===== config.mk =====
export PLATFORM = sky130hd
export DESIGN_NAME = tar_stream_deframer_flat
export DESIGN_NICKNAME = d
export VERILOG_FILES = /design/src/design/tsd_pkg.sv /design/src/design/tsd_stream_if.sv /design/src/design/tar_stream_deframer.sv /design/src/design/tsd_parser.sv /design/src/flat_wrapper.sv
export SDC_FILE = /design/constraint.sdc
export NUM_CORES = 1
export LEC_CHECK = 0
export BUFFER_PORTS_ARGS = -buffer_cell sky130_fd_sc_hd__buf_2
export CORE_ASPECT_RATIO = 1.2
export CORE_UTILIZATION = 64
export CTS_BUF_LIST = sky130_fd_sc_hd__clkbuf_4
export DETAILED_ROUTE_END_ITERATION = 8
export HOLD_SLACK_MARGIN = 0.06
export PLACE_DENSITY = 0.86
export SLEW_MARGIN = 10
export SYNTH_ARGS = -nofsm -noshare
export SYNTH_HDL_FRONTEND = slang
export SYNTH_SLANG_ARGS = --single-unit

===== constraint.sdc =====
create_clock -name clk_i -period 11.1 [get_ports clk_i]
set_input_delay 1.11 -clock clk_i [delete_from_list [all_inputs] [get_ports clk_i]]
set_output_delay 1.11 -clock clk_i [all_outputs]
set_load 0.01 [all_outputs]

===== src/design/tsd_pkg.sv =====
// types and constants shared by the tar stream deframer
`default_nettype none

package tsd_pkg;

  localparam int unsigned BLOCK_BYTES = 512;
  localparam int unsigned BLK_BITS    = 9;
  localparam int unsigned SIZE_W      = 36;
  localparam int unsigned MODE_W      = 24;
  localparam int unsigned SKIP_W      = SIZE_W + 1;
  localparam int unsigned FILES_W     = 16;

  localparam logic [BLK_BITS-1:0] HDR_NAME_END  = 9'd100;
  localparam logic [BLK_BITS-1:0] HDR_MODE_END  = 9'd108;
  localparam logic [BLK_BITS-1:0] HDR_SIZE_BEG  = 9'd124;
  localparam logic [BLK_BITS-1:0] HDR_SIZE_END  = 9'd136;
  localparam logic [BLK_BITS-1:0] HDR_TYPE_AT   = 9'd156;
  localparam logic [BLK_BITS-1:0] HDR_LAST      = 9'(BLOCK_BYTES - 1);

  localparam logic [7:0] CH_ZERO  = 8'h30;
  localparam logic [7:0] CH_DIR   = 8'h35;
  localparam logic [4:0] OCT_HIGH = 5'b00110;

  typedef enum logic [2:0] {
    KIND_NAME     = 3'd0,
    KIND_HEADER   = 3'd1,
    KIND_DATA     = 3'd2,
    KIND_ZERO_END = 3'd3,
    KIND_TRUNC    = 3'd4
  } kind_e;

  typedef enum logic [1:0] {
    CLS_REGULAR = 2'd0,
    CLS_DIR     = 2'd1,
    CLS_OTHER   = 2'd2
  } class_e;

  typedef enum logic [1:0] {
    PH_HEADER = 2'd0,
    PH_DATA   = 2'd1,
    PH_SKIP   = 2'd2,
    PH_DONE   = 2'd3
  } phase_e;

  typedef struct packed {
    kind_e               kind;
    logic [7:0]          out_byte;
    class_e              entry_class;
    logic [SIZE_W-1:0]   entry_size;
    logic [MODE_W-1:0]   entry_mode;
    logic                last_data;
    logic [FILES_W-1:0]  files_seen;
  } result_t;

endpackage

`default_nettype wire


===== src/design/tsd_stream_if.sv =====
// request channels of the tar stream deframer
`default_nettype none

interface tsd_in_if;
  logic       valid;
  logic       ready;
  logic [7:0] byte_value;
  logic       first_of_archive;

  modport source (output valid, output byte_value, output first_of_archive, input ready);
  modport sink   (input valid, input byte_value, input first_of_archive, output ready);
endinterface

interface tsd_out_if;
  logic        valid;
  logic        ready;
  logic [2:0]  kind;
  logic [7:0]  out_byte;
  logic [1:0]  entry_class;
  logic [35:0] entry_size;
  logic [23:0] entry_mode;
  logic        last_data;
  logic [15:0] files_seen;

  modport source (output valid, output kind, output out_byte, output entry_class,
                  output entry_size, output entry_mode, output last_data,
                  output files_seen, input ready);
  modport sink   (input valid, input kind, input out_byte, input entry_class,
                  input entry_size, input entry_mode, input last_data,
                  input files_seen, output ready);
endinterface

`default_nettype wire


===== src/design/tar_stream_deframer.sv =====
// top level of the tar stream deframer: input stage, parser and result register
//
//  channel  dir  carries                                         handshake
//  in_i     in   byte_value, first_of_archive                    valid/ready
//  out_o    out  kind, out_byte, entry_class, entry_size,        valid/ready
//                entry_mode, last_data, files_seen
//  cfg      in   archive_length via cfg_wdata_i                  cfg_we_i only
//
// one byte per cycle sustained while out_o is not stalled; each request is held in the input stage,
// is parsed there and any result it yields lands in the output register
// while a result waits the input stage takes one more request, then input stalls
// reset clears the parse state to header phase and archive_length to zero
`default_nettype none

module tar_stream_deframer #(
  parameter int unsigned LENGTH_BITS = 40,
  parameter int unsigned COUNT_BITS  = 16
) (
  input  logic                   clk_i,
  input  logic                   rst_ni,
  tsd_in_if.sink                 in_i,
  tsd_out_if.source              out_o,
  input  logic                   cfg_we_i,
  input  logic [LENGTH_BITS-1:0] cfg_wdata_i
);

  logic [LENGTH_BITS-1:0] len_q;
  logic                   s1_valid_q;
  logic [7:0]             s1_byte_q;
  logic                   s1_first_q;
  logic                   out_valid_q;
  tsd_pkg::result_t       out_q;
  logic                   step;
  logic                   res_valid;
  tsd_pkg::result_t       res;

  assign step       = s1_valid_q && (!out_valid_q || out_o.ready);
  assign in_i.ready = !s1_valid_q || step;

  always_ff @(posedge clk_i or negedge rst_ni) begin
    if (!rst_ni) begin
      len_q <= '0;
    end else if (cfg_we_i) begin
      len_q <= cfg_wdata_i;
    end
  end

  always_ff @(posedge clk_i or negedge rst_ni) begin
    if (!rst_ni) begin
      s1_valid_q <= 1'b0;
    end else if (in_i.valid && in_i.ready) begin
      s1_valid_q <= 1'b1;
    end else if (step) begin
      s1_valid_q <= 1'b0;
    end
  end

  always_ff @(posedge clk_i) begin
    if (in_i.valid && in_i.ready) begin
      s1_byte_q  <= in_i.byte_value;
      s1_first_q <= in_i.first_of_archive;
    end
  end

  tsd_parser #(
    .LENGTH_BITS (LENGTH_BITS),
    .COUNT_BITS  (COUNT_BITS)
  ) u_parser (
    .clk_i            (clk_i),
    .rst_ni           (rst_ni),
    .step_i           (step),
    .byte_i           (s1_byte_q),
    .first_i          (s1_first_q),
    .archive_length_i (len_q),
    .res_valid_o      (res_valid),
    .res_o            (res)
  );

  always_ff @(posedge clk_i or negedge rst_ni) begin
    if (!rst_ni) begin
      out_valid_q <= 1'b0;
    end else if (step && res_valid) begin
      out_valid_q <= 1'b1;
    end else if (out_o.ready) begin
      out_valid_q <= 1'b0;
    end
  end

  always_ff @(posedge clk_i) begin
    if (step && res_valid) begin
      out_q <= res;
    end
  end

  assign out_o.valid       = out_valid_q;
  assign out_o.kind        = out_q.kind;
  assign out_o.out_byte    = out_q.out_byte;
  assign out_o.entry_class = out_q.entry_class;
  assign out_o.entry_size  = out_q.entry_size;
  assign out_o.entry_mode  = out_q.entry_mode;
  assign out_o.last_data   = out_q.last_data;
  assign out_o.files_seen  = out_q.files_seen;

endmodule

`default_nettype wire


===== src/design/tsd_parser.sv =====
// per-byte parse state and result decode of the tar stream deframer
`default_nettype none

module tsd_parser #(
  parameter int unsigned LENGTH_BITS = 40,
  parameter int unsigned COUNT_BITS  = 16
) (
  input  logic                   clk_i,
  input  logic                   rst_ni,
  input  logic                   step_i,
  input  logic [7:0]             byte_i,
  input  logic                   first_i,
  input  logic [LENGTH_BITS-1:0] archive_length_i,
  output logic                   res_valid_o,
  output tsd_pkg::result_t       res_o
);

  tsd_pkg::phase_e                 phase_q, phase_d, phase_c;
  logic [tsd_pkg::BLK_BITS-1:0]    hoff_q, hoff_d, hoff_c;
  logic [LENGTH_BITS-1:0]          aoff_q, aoff_d, aoff_c;
  logic [tsd_pkg::SIZE_W-1:0]      size_q, size_d, size_c;
  logic                            sopen_q, sopen_d, sopen_c;
  logic [tsd_pkg::MODE_W-1:0]      mode_q, mode_d, mode_c;
  logic                            mopen_q, mopen_d, mopen_c;
  logic                            nopen_q, nopen_d, nopen_c;
  logic [7:0]                      type_q, type_d, type_c;
  logic [tsd_pkg::SIZE_W-1:0]      dl_q, dl_d, dl_c;
  logic [tsd_pkg::SKIP_W-1:0]      sk_q, sk_d, sk_c;
  logic [COUNT_BITS-1:0]           cnt_q, cnt_d, cnt_c;

  logic                            clr;
  logic                            octal;
  logic                            hdr_past_end;
  logic                            data_past_end;
  logic [LENGTH_BITS-1:0]          size_ext;
  logic [tsd_pkg::BLK_BITS-1:0]    pad_fill;
  logic [tsd_pkg::SIZE_W-tsd_pkg::BLK_BITS:0] pad_blocks;
  tsd_pkg::class_e                 cls;
  tsd_pkg::kind_e                  kind;
  logic [7:0]                      obyte;
  tsd_pkg::class_e                 ocls;
  logic                            last;

  always_comb begin
    phase_c = first_i ? tsd_pkg::PH_HEADER : phase_q;
    hoff_c  = first_i ? '0 : hoff_q;
    aoff_c  = first_i ? '0 : aoff_q;
    dl_c    = first_i ? '0 : dl_q;
    sk_c    = first_i ? '0 : sk_q;
    cnt_c   = first_i ? '0 : cnt_q;

    // entry fields start afresh on a restart and at every header start
    clr     = first_i || (phase_c == tsd_pkg::PH_HEADER && hoff_c == '0);
    size_c  = clr ? '0 : size_q;
    sopen_c = clr ? 1'b1 : sopen_q;
    mode_c  = clr ? '0 : mode_q;
    mopen_c = clr ? 1'b1 : mopen_q;
    nopen_c = clr ? 1'b1 : nopen_q;
    type_c  = clr ? '0 : type_q;

    octal    = (byte_i[7:3] == tsd_pkg::OCT_HIGH);
    size_ext = LENGTH_BITS'(size_c);
    pad_fill = tsd_pkg::BLK_BITS'(0) - size_c[tsd_pkg::BLK_BITS-1:0];
    pad_blocks = {1'b0, size_c[tsd_pkg::SIZE_W-1:tsd_pkg::BLK_BITS]}
               + (tsd_pkg::SIZE_W - tsd_pkg::BLK_BITS + 1)'(|size_c[tsd_pkg::BLK_BITS-1:0]);

    hdr_past_end  = (archive_length_i < LENGTH_BITS'(tsd_pkg::BLOCK_BYTES))
                 || (aoff_c > archive_length_i - LENGTH_BITS'(tsd_pkg::BLOCK_BYTES));
    data_past_end = (size_ext > archive_length_i)
                 || (aoff_c >= archive_length_i - size_ext);

    if (type_c == tsd_pkg::CH_DIR) begin
      cls = tsd_pkg::CLS_DIR;
    end else if (type_c == tsd_pkg::CH_ZERO || type_c == 8'd0) begin
      cls = tsd_pkg::CLS_REGULAR;
    end else begin
      cls = tsd_pkg::CLS_OTHER;
    end

    phase_d = phase_c;
    hoff_d  = hoff_c;
    aoff_d  = aoff_c;
    size_d  = size_c;
    sopen_d = sopen_c;
    mode_d  = mode_c;
    mopen_d = mopen_c;
    nopen_d = nopen_c;
    type_d  = type_c;
    dl_d    = dl_c;
    sk_d    = sk_c;
    cnt_d   = cnt_c;

    res_valid_o = 1'b0;
    kind        = tsd_pkg::KIND_NAME;
    obyte       = '0;
    ocls        = tsd_pkg::CLS_REGULAR;
    last        = 1'b0;

    unique case (phase_c)
      tsd_pkg::PH_DATA: begin
        aoff_d      = aoff_c + 1'b1;
        dl_d        = dl_c - 1'b1;
        res_valid_o = 1'b1;
        kind        = tsd_pkg::KIND_DATA;
        obyte       = byte_i;
        last        = (dl_d == '0);
        if (last) begin
          phase_d = (sk_c != '0) ? tsd_pkg::PH_SKIP : tsd_pkg::PH_HEADER;
        end
      end
      tsd_pkg::PH_SKIP: begin
        aoff_d = aoff_c + 1'b1;
        sk_d   = sk_c - 1'b1;
        if (sk_d == '0) begin
          phase_d = tsd_pkg::PH_HEADER;
        end
      end
      tsd_pkg::PH_HEADER: begin
        aoff_d = aoff_c + 1'b1;
        if (hoff_c == '0 && hdr_past_end) begin
          phase_d     = tsd_pkg::PH_DONE;
          res_valid_o = 1'b1;
          kind        = tsd_pkg::KIND_TRUNC;
        end else if (hoff_c == '0 && byte_i == 8'd0) begin
          phase_d     = tsd_pkg::PH_DONE;
          res_valid_o = 1'b1;
          kind        = tsd_pkg::KIND_ZERO_END;
        end else begin
          if (hoff_c < tsd_pkg::HDR_NAME_END) begin
            if (nopen_c) begin
              if (byte_i == 8'd0) begin
                nopen_d = 1'b0;
              end else begin
                res_valid_o = 1'b1;
                kind        = tsd_pkg::KIND_NAME;
                obyte       = byte_i;
              end
            end
          end else if (hoff_c < tsd_pkg::HDR_MODE_END) begin
            if (mopen_c && octal) begin
              mode_d = {mode_c[tsd_pkg::MODE_W-4:0], byte_i[2:0]};
            end else begin
              mopen_d = 1'b0;
            end
          end else if (hoff_c >= tsd_pkg::HDR_SIZE_BEG && hoff_c < tsd_pkg::HDR_SIZE_END) begin
            if (sopen_c && octal) begin
              size_d = {size_c[tsd_pkg::SIZE_W-4:0], byte_i[2:0]};
            end else begin
              sopen_d = 1'b0;
            end
          end else if (hoff_c == tsd_pkg::HDR_TYPE_AT) begin
            type_d = byte_i;
          end

          if (hoff_c != tsd_pkg::HDR_LAST) begin
            hoff_d = hoff_c + 1'b1;
          end else begin
            hoff_d      = '0;
            res_valid_o = 1'b1;
            if (cls == tsd_pkg::CLS_REGULAR && data_past_end) begin
              phase_d = tsd_pkg::PH_DONE;
              kind    = tsd_pkg::KIND_TRUNC;
            end else begin
              kind = tsd_pkg::KIND_HEADER;
              ocls = cls;
              if (cls == tsd_pkg::CLS_REGULAR) begin
                if (cnt_c != '1) begin
                  cnt_d = cnt_c + 1'b1;
                end
                dl_d = size_c;
                sk_d = tsd_pkg::SKIP_W'(pad_fill);
                if (size_c != '0) begin
                  phase_d = tsd_pkg::PH_DATA;
                end else begin
                  phase_d = (pad_fill != '0) ? tsd_pkg::PH_SKIP : tsd_pkg::PH_HEADER;
                end
              end else begin
                dl_d    = '0;
                sk_d    = {pad_blocks, tsd_pkg::BLK_BITS'(0)};
                phase_d = (size_c != '0) ? tsd_pkg::PH_SKIP : tsd_pkg::PH_HEADER;
              end
            end
          end
        end
      end
      tsd_pkg::PH_DONE: begin
      end
      default: begin
      end
    endcase

    res_o.kind        = kind;
    res_o.out_byte    = obyte;
    res_o.entry_class = ocls;
    res_o.entry_size  = size_d;
    res_o.entry_mode  = mode_d;
    res_o.last_data   = last;
    res_o.files_seen  = tsd_pkg::FILES_W'(cnt_d);
  end

  always_ff @(posedge clk_i or negedge rst_ni) begin
    if (!rst_ni) begin
      phase_q <= tsd_pkg::PH_HEADER;
      hoff_q  <= '0;
      aoff_q  <= '0;
      size_q  <= '0;
      sopen_q <= 1'b1;
      mode_q  <= '0;
      mopen_q <= 1'b1;
      nopen_q <= 1'b1;
      type_q  <= '0;
      dl_q    <= '0;
      sk_q    <= '0;
      cnt_q   <= '0;
    end else if (step_i) begin
      phase_q <= phase_d;
      hoff_q  <= hoff_d;
      aoff_q  <= aoff_d;
      size_q  <= size_d;
      sopen_q <= sopen_d;
      mode_q  <= mode_d;
      mopen_q <= mopen_d;
      nopen_q <= nopen_d;
      type_q  <= type_d;
      dl_q    <= dl_d;
      sk_q    <= sk_d;
      cnt_q   <= cnt_d;
    end
  end

  a_done_on_boundary: assert property (@(posedge clk_i) disable iff (!rst_ni)
    phase_q == tsd_pkg::PH_DONE |-> hoff_q == '0)
    else $error("stopped parse left mid header");

  a_data_left_live: assert property (@(posedge clk_i) disable iff (!rst_ni)
    phase_q == tsd_pkg::PH_DATA |-> dl_q != '0)
    else $error("data phase with nothing left");

  a_skip_left_live: assert property (@(posedge clk_i) disable iff (!rst_ni)
    phase_q == tsd_pkg::PH_SKIP |-> sk_q != '0)
    else $error("skip phase with nothing left");

  a_count_grows: assert property (@(posedge clk_i) disable iff (!rst_ni)
    step_i && !first_i |=> cnt_q >= $past(cnt_q))
    else $error("file count went backwards");

  a_last_is_data: assert property (@(posedge clk_i) disable iff (!rst_ni)
    step_i && res_valid_o && res_o.last_data |-> res_o.kind == tsd_pkg::KIND_DATA)
    else $error("last marker on a non-data request");

endmodule

`default_nettype wire

===== src/flat_wrapper.sv =====
// flat-port wrapper written by rule: the top's interface ports become plain ports
module tar_stream_deframer_flat 
#(
  parameter int unsigned LENGTH_BITS = 40,
  parameter int unsigned COUNT_BITS  = 16
)
  (clk_i, rst_ni, cfg_we_i, cfg_wdata_i, in_i_valid, in_i_byte_value, in_i_first_of_archive, in_i_ready, out_o_valid, out_o_kind, out_o_out_byte, out_o_entry_class, out_o_entry_size, out_o_entry_mode, out_o_last_data, out_o_files_seen, out_o_ready);
  tsd_in_if in_i_i ();
  tsd_out_if out_o_i ();
  input  logic clk_i;
  input  logic rst_ni;
  input  logic cfg_we_i;
  input  logic [LENGTH_BITS-1:0] cfg_wdata_i;
  input wire logic [$bits(in_i_i.valid)-1:0] in_i_valid;
  input wire logic [$bits(in_i_i.byte_value)-1:0] in_i_byte_value;
  input wire logic [$bits(in_i_i.first_of_archive)-1:0] in_i_first_of_archive;
  output wire logic [$bits(in_i_i.ready)-1:0] in_i_ready;
  output wire logic [$bits(out_o_i.valid)-1:0] out_o_valid;
  output wire logic [$bits(out_o_i.kind)-1:0] out_o_kind;
  output wire logic [$bits(out_o_i.out_byte)-1:0] out_o_out_byte;
  output wire logic [$bits(out_o_i.entry_class)-1:0] out_o_entry_class;
  output wire logic [$bits(out_o_i.entry_size)-1:0] out_o_entry_size;
  output wire logic [$bits(out_o_i.entry_mode)-1:0] out_o_entry_mode;
  output wire logic [$bits(out_o_i.last_data)-1:0] out_o_last_data;
  output wire logic [$bits(out_o_i.files_seen)-1:0] out_o_files_seen;
  input wire logic [$bits(out_o_i.ready)-1:0] out_o_ready;
  assign in_i_i.valid = in_i_valid;
  assign in_i_i.byte_value = in_i_byte_value;
  assign in_i_i.first_of_archive = in_i_first_of_archive;
  assign in_i_ready = in_i_i.ready;
  assign out_o_valid = out_o_i.valid;
  assign out_o_kind = out_o_i.kind;
  assign out_o_out_byte = out_o_i.out_byte;
  assign out_o_entry_class = out_o_i.entry_class;
  assign out_o_entry_size = out_o_i.entry_size;
  assign out_o_entry_mode = out_o_i.entry_mode;
  assign out_o_last_data = out_o_i.last_data;
  assign out_o_files_seen = out_o_i.files_seen;
  assign out_o_i.ready = out_o_ready;
  tar_stream_deframer #(.LENGTH_BITS(LENGTH_BITS), .COUNT_BITS(COUNT_BITS)) u_core (.clk_i(clk_i), .rst_ni(rst_ni), .in_i(in_i_i), .out_o(out_o_i), .cfg_we_i(cfg_we_i), .cfg_wdata_i(cfg_wdata_i));
endmodule

==> flow_summary.yaml, run 1 <==
yosys:
  synth_commonest_cells: "nand2_1 (422), dfrtp_1 (250), nor2_1 (177), o21ai_0 (169), a21oi_1 (147)"
  synth-edff-count: 99
  netlist.area_leader.share_pct: 26.5
  ys_top_cells_by_area: "dfrtp_1 (26%), edfxtp_1 (13%), ha_1 (6.9%)"
  seq_area_frac_synth_pct: 39.4
  ys_ff_latch: 352
  synth_area_leader_cell: "dfrtp_1"
  mappedNetlistArea_um2: 23600
  synthFlopType: "dfrtp_1"
  yosysMostFrequentCell: "nand2_1"
  yosysWarnings: 0
  syn_nets: 2872
  syn_area_per_cell_um2: 8.79
  synthArstFlopShare_pct: 71.9
  postSynthCellCount: 2686
  synth_cell_types: 97
layout:
  drive_gt1_share_pct: 14.4
  fillers: 2827
  fin_cells: 3348
  fin_nets: 2995
  fin_util_pct: 71.3
  area_growth_pct: 9.16
worst_setup_path:
  r2r_start: "u_core.s1_first_q"
  critical_path_required_ns: 11.85
  max_stage_delay_ns: 0.95
  cp_max_fo: 40
  startpoint_type: "flop"
  worst_path_max_delay_cell: "nor2_2"
  crit_family: "compound AO/OA/AOI/OAI gates"
  cp.buffers_inverters: 2
  critPathCaptureType: "flop"
  critPathLaunch: "u_core.s1_first_q"
  crit_type: "reg -> reg"
  cp.arrival_ns: 9.84
die:
  die_w_um: 177
  die_area_um2: 37700
  start_util_pct: 65.4
  io_pins: 146
  core_um2: 36100
  fp-row-count: 76
  dieHeight_um: 212
power:
  combPwrFrac_pct: 22.7
  sw_frac_of_total_pct: 33.5
  leakage_uw: 0.0110
  powerDensity_nw_per_um2: 135
  power_switching_uw: 1160
  clock_power_share_pct: 34.5
  power.internal_uw: 2310
  vdd_drop_max_uv: 96.8
  finalPower_uw: 3470
  power_frac_seq_pct: 42.8
clock_network:
  cts_resized: 0
  clock_tree.root_cell: "clkbuf_4"
  cts_setup_buffers: 0
  cts_tree: "yes"
  clock_sinks: 352
  cts_hold_buf: 0
  cts_max_level: 3
  clk_latency_ns: 0.91
  cts_buffers: 89
  clk_path_buf_depth: 3
  clk_pin_slew_worst_paths_ns: 0.07
sta:
  worst_pin_slew_ns: 1.18
  timing_hold_violations_final: 0
  period_share_pct: 81.9
  rsz0062_at_grt: "false"
  fin_setup_tns_ns: 0
  setup_violations: 0
  max_freq_ghz: 0.110
  max_slew_margin_pct: 21.0
  finClkSkew_ns: 0.0950
  period_minus_slack_ns: 9.09
  finalMaxSlewViolations: 0
  hold_slack_ns: 0.276
place:
  place.detailed.hpwl_um: 53700
  numPlacedInstances: 3186
  globalplace.congestion: 1.02
  io_buffers: 145
detailed_routing:
  vias_per_cell: 6.77
  post_drt_wl_per_cell_um: 22.6
  via_count: 22680
  drc: 2
  totalWireLength_um: 75800
  ant_nets: 0
  drt_first_pass_iters: 9
  drt_iter0_drc: 2412
grt:
  antenna_found_initial: 1
  grt_max_degree: 122
  grt_use_total_pct: 40.9
  grt_pass1_wl_um: 119000
  grt-ovfl-total: 0
  grt_pass1_vias: 22201
outcome:
  violations: "design-rule violations"
  status: "complete, but fails checks"
job:
  maxCapViolCount: 0
min_path:
  hold_path_class: "in -> async"
## routing by layer
layer	vias to the layer above	wire length [um]	share of wire, %	GRT usage [%]
met4	0	5570	7.3	29.8
li1	10135	-	-	-
met3	357	7240	9.6	7.46
met1	10723	27500	36	48.8
met2	1465	35500	47	66.0
met5	-	0	0	0
## sequential cells by signal, indices dropped and copies added, names as in the netlist, 2 cells and up
signal / cells
u_core.u_parser.size_q: 36
u_core.s1_byte_q: 8
u_core.u_parser.phase_q: 2
u_core.out_o.files_seen: 16
u_core.out_o.entry_mode: 24
u_core.out_o.kind: 3
u_core.out_o.out_byte: 8
u_core.len_q: 40
u_core.u_parser.dl_q: 36
u_core.u_parser.aoff_q: 40
u_core.u_parser.type_q: 8
u_core.u_parser.mode_q: 24
u_core.u_parser.cnt_q: 16
u_core.out_o.entry_class: 2
u_core.out_o.entry_size: 36
u_core.u_parser.hoff_q: 9
u_core.u_parser.sk_q: 37
## per-stage QoR
stage	setup slack, ns	instance area [um^2]
after detailed placement	2.34	24600
after CTS	2.30	25800
final	2.01	25800
after global routing	1.49	25800
after floorplan	1.45	23600
after global placement	2.65	24600
## worst reg2reg max path: cells and delay by family, from the launching register on
kind	cells	cell delay (ns)
adders and majority gates	4	1.01
AOI/OAI and AO/OA	13	4.09
DFF	1	0.50
xor gates and xnor gates	1	0.15
buffers and inverters	2	0.29
and+or+nand+nor	9	2.93
## worst paths after layout
check / endpoint / slack, ns / cells past startpoint
worst max-delay path: u_core.u_parser.cnt_q[13] / 2.01 / 29
worst min-delay path: u_core.u_parser.mode_q[7] / 0.28 / 1
min in group clk_i: u_core.s1_first_q / 0.41 / 1
max in group asynchronous: u_core.u_parser.size_q[32] / 8.32 / 3
worst max register to register: u_core.u_parser.cnt_q[13] / 2.01 / 29
worst min register to register: u_core.u_parser.mode_q[23] / 0.48 / 2
## power by group through the flow
| stage | Sequential, uW | Clock (uW) | Combinational, uW |
|---|---|---|---|
| 4_1_cts | 1480 | 1210 | 771 |
| 5_1_grt | 1490 | 1270 | 863 |
| 3_3_place_gp | 1500 | 0 | 743 |
| 3_5_place_dp | 1510 | 0 | 767 |
| 2_1_floorplan | 1500 | 0 | 537 |
| 6_report | 1480 | 1200 | 788 |
## cell usage in the layout, fill, tap and decap left out, drive strengths merged, types with 14 or more instances in the layout
cell type,n
ha,131
nand3,140
a221o,14
nor3,89
a21o,37
a22oi,14
a21oi,148
or3,24
inv,55
a31oi,24
nand4,53
o22ai,14
clkinv,22
buf,173
nand2b,17
dfrtp,250
nand2,424
o221ai,34
mux2,38
nor2,179
a211oi,14
o211ai,24
xor2,82
and3,32
o21ai,199
xnor2,87
clkbuf,133
edfxtp,99
a22o,18
nor2b,75
nor4,44
and2,15
## layout make-up
class	instances	area (um^2)	share of cell area (%)
timing repair buffer	173	946	3.67
sequential	352	9310	36.1
clock inverter	28	203	0.786
inverter	54	203	0.786
tap	468	586	2.27
multi-input combinational	2139	13500	52.5
clock buffer	133	998	3.87
antenna	1	2.50	0.00971
## logic make-up (layout without fill, tap and decap cells)
| group | count (synthesis) | count (layout) | share of synthesized area [%] |
|---|---|---|---|
| AO/OA/AOI/OAI | 651 | 651 | 18.3 |
| XOR/XNOR | 169 | 169 | 6.27 |
| adder cells (fa/ha/maj) | 132 | 132 | 7.03 |
| buffers and inverters | 195 | 388 | 3.52 |
| flip-flops | 352 | 352 | 39.4 |
| multiplexers | 44 | 44 | 2.07 |
| other | 0 | 1 | 0 |
| AND/OR/NAND/NOR | 1143 | 1143 | 23.4 |
No activity file was read; power rests on OpenSTA's default activity.
==> run 2: changes to the inputs <==
- clock period: 11.1 -> 9 ns (I/O delays scaled with it)
==> run 2 against run 1 <==
Net effect: the flow now finishes without violations; clock skew decreased by 0.027 ns; hold slack got worse by 0.21 ns; global-route usage increased by 0.73 points; wire length increased by 1.7%; flip-flop and latch count unchanged; non-clock buffer count decreased by 1; critical path type unchanged; highest routed layer is now met5.
==> flow_summary.yaml, run 2 (synthesized netlist as in run 1, its figures left out) <==
outcome:
  status: "completed"
layout:
  top_regs: "u_core.len_q (40), u_core.u_parser.aoff_q (40), u_core.u_parser.sk_q (37)"
  drive_gt1_share_pct: 14.1
  fillers: 2821
  mostFrequentLayoutCells: "nand2_1 (421), dfrtp_1 (250), nor2_1 (175)"
  area_growth_pct: 8.87
  fin_nets: 2995
  final_common_cell: "nand2_1"
  post-route-cell-area_um2: 25700
sta:
  max_freq_ghz: 0.119
  period_minus_slack_ns: 8.38
  worst_pin_slew_ns: 1.39
  setup_violations: 0
  finClkSkew_ns: 0.0685
  setup_slack_ns: 0.618
  fin_setup_tns_ns: 0
  period_share_pct: 93.1
  finalMaxSlewViolations: 0
  max_slew_margin_pct: 6.24
  rsz0062_at_grt: "false"
  timing_hold_violations_final: 0
detailed_routing:
  drc: 0
  vias_per_cell: 6.77
  via_count: 22656
  drt_iter0_drc: 2340
  ant_nets: 0
  drt_first_pass_iters: 7
  totalWireLength_um: 77100
  post_drt_wl_per_cell_um: 23.0
clock_network:
  clk_path_buf_depth: 3
  cts_resized: 0
  clock_tree.root_cell: "clkbuf_4"
  cts_tree: "yes"
  clock_sinks: 352
  cts_buffers: 90
  cts_max_level: 3
  clk_pin_slew_worst_paths_ns: 0.06
  cts_setup_buffers: 0
  clk_latency_ns: 0.85
  cts_hold_buf: 0
grt:
  grt_pass1_vias: 22232
  grt-ovfl-total: 0
  antenna_found_initial: 2
  grt_pass1_wl_um: 121000
  grt_use_total_pct: 41.6
  grt_max_degree: 151
power:
  powerDensity_nw_per_um2: 162
  power.internal_uw: 2760
  combPwrFrac_pct: 23.3
  leakage_uw: 0.0110
  power_switching_uw: 1420
  power_frac_seq_pct: 43.9
  vdd_drop_max_uv: 113
  clock_power_share_pct: 32.7
  sw_frac_of_total_pct: 34.0
worst_setup_path:
  cp_max_fo: 60
  worst_path_max_delay_cell: "a31oi_4"
  cp.arrival_ns: 9.08
  max_stage_delay_ns: 0.60
  startpoint_type: "flop"
  crit_type: "reg -> reg"
  critical_path_required_ns: 9.69
  critPathCaptureType: "flop"
die:
  core_um2: 36100
  fp-row-count: 76
  start_util_pct: 65.4
  die_area_um2: 37700
  die_w_um: 177
  dieHeight_um: 212
  io_pins: 146
min_path:
  hold_path_class: "in -> async"
place:
  io_buffers: 145
  globalplace.congestion: 1.05
  place.detailed.hpwl_um: 55200
  placed_cell_area_um2: 24600
  dp_slack_ns: 0.889
job:
  maxCapViolCount: 0
-- run 2: changes by cell type in the layout (fill, tap and decap cells not counted), moves of 2 or more --
cell        delta
clkinv_1       +7
buf_4          -3
buf_12         +2
clkinvlp_4     -2
clkbuf_4       -7
bufinv_16      -2
inv_2          +2
-- run 2: final cells by class --
| type | count | area, um^2 | area share [%] |
|---|---|---|---|
| Multi-Input combinational cell | 2139 | 13500 | 52.7 |
| Sequential cell | 352 | 9310 | 36.2 |
| Timing Repair Buffer | 172 | 963 | 3.75 |
| Clock buffer | 126 | 946 | 3.68 |
| Tap cell | 468 | 586 | 2.28 |
| Inverter | 54 | 203 | 0.788 |
| Clock inverter | 33 | 161 | 0.628 |
| Antenna cell | 2 | 5.00 | 0.0195 |
-- run 2: critical path, delay by kind of cell, from the launching register on --
kind	cells	cell delay, ns
adders and majority gates	3	0.99
buffers and inverters	3	0.46
and+or+nand+nor	8	2.56
DFF	1	0.48
AOI/OAI and AO/OA	13	3.54
xor gates and xnor gates	1	0.16
-- run 2: final timing paths --
check,start,to,slack [ns],cells after the start
max,u_core.s1_first_q,u_core.u_parser.dl_q[12],0.62,28
min,rst_ni,u_core.u_parser.cnt_q[5],0.07,1
max reg2reg,u_core.s1_first_q,u_core.u_parser.dl_q[12],0.62,28
min reg2reg,u_core.u_parser.hoff_q[1],u_core.u_parser.hoff_q[1],0.50,1
max in group asynchronous,rst_ni,u_core.len_q[22],7.56,2
min in group clk_i,in_i_byte_value[1],u_core.s1_byte_q[1],0.23,1
-- run 2: metal layers --
metal  vias up  wire length, um  global-route usage [%]
li1      10135                -                       -
met1     10704            27400                    48.0
met2      1442            36600                    68.1
met3       373             7130                    9.14
met4         2             5990                    30.0
met5         -                9                       0
-- run 2: power groups by stage --
| stage | sequential (uW) | combinational, uW | clock, uW |
|---|---|---|---|
| after detailed placement | 1860 | 947 | 0 |
| after global routing | 1840 | 1060 | 1460 |
| after CTS | 1830 | 953 | 1380 |
| after floorplan | 1850 | 663 | 0 |
| after global placement | 1860 | 923 | 0 |
| final | 1840 | 975 | 1370 |
-- run 2: through the flow --
step / power [uW] / cells / utilization (%) / hold slack [ns]
after detailed placement: 2810 / 3185 / 68.1 / 0.477
after global routing: 4360 / 3345 / 71.1 / 0.124
after CTS: 4170 / 3344 / 71.1 / 0.119
after floorplan: 2510 / 2686 / - / 0.446
final: 4180 / 3346 / 71.2 / 0.0684
after global placement: 2780 / 3185 / 68.1 / 0.458
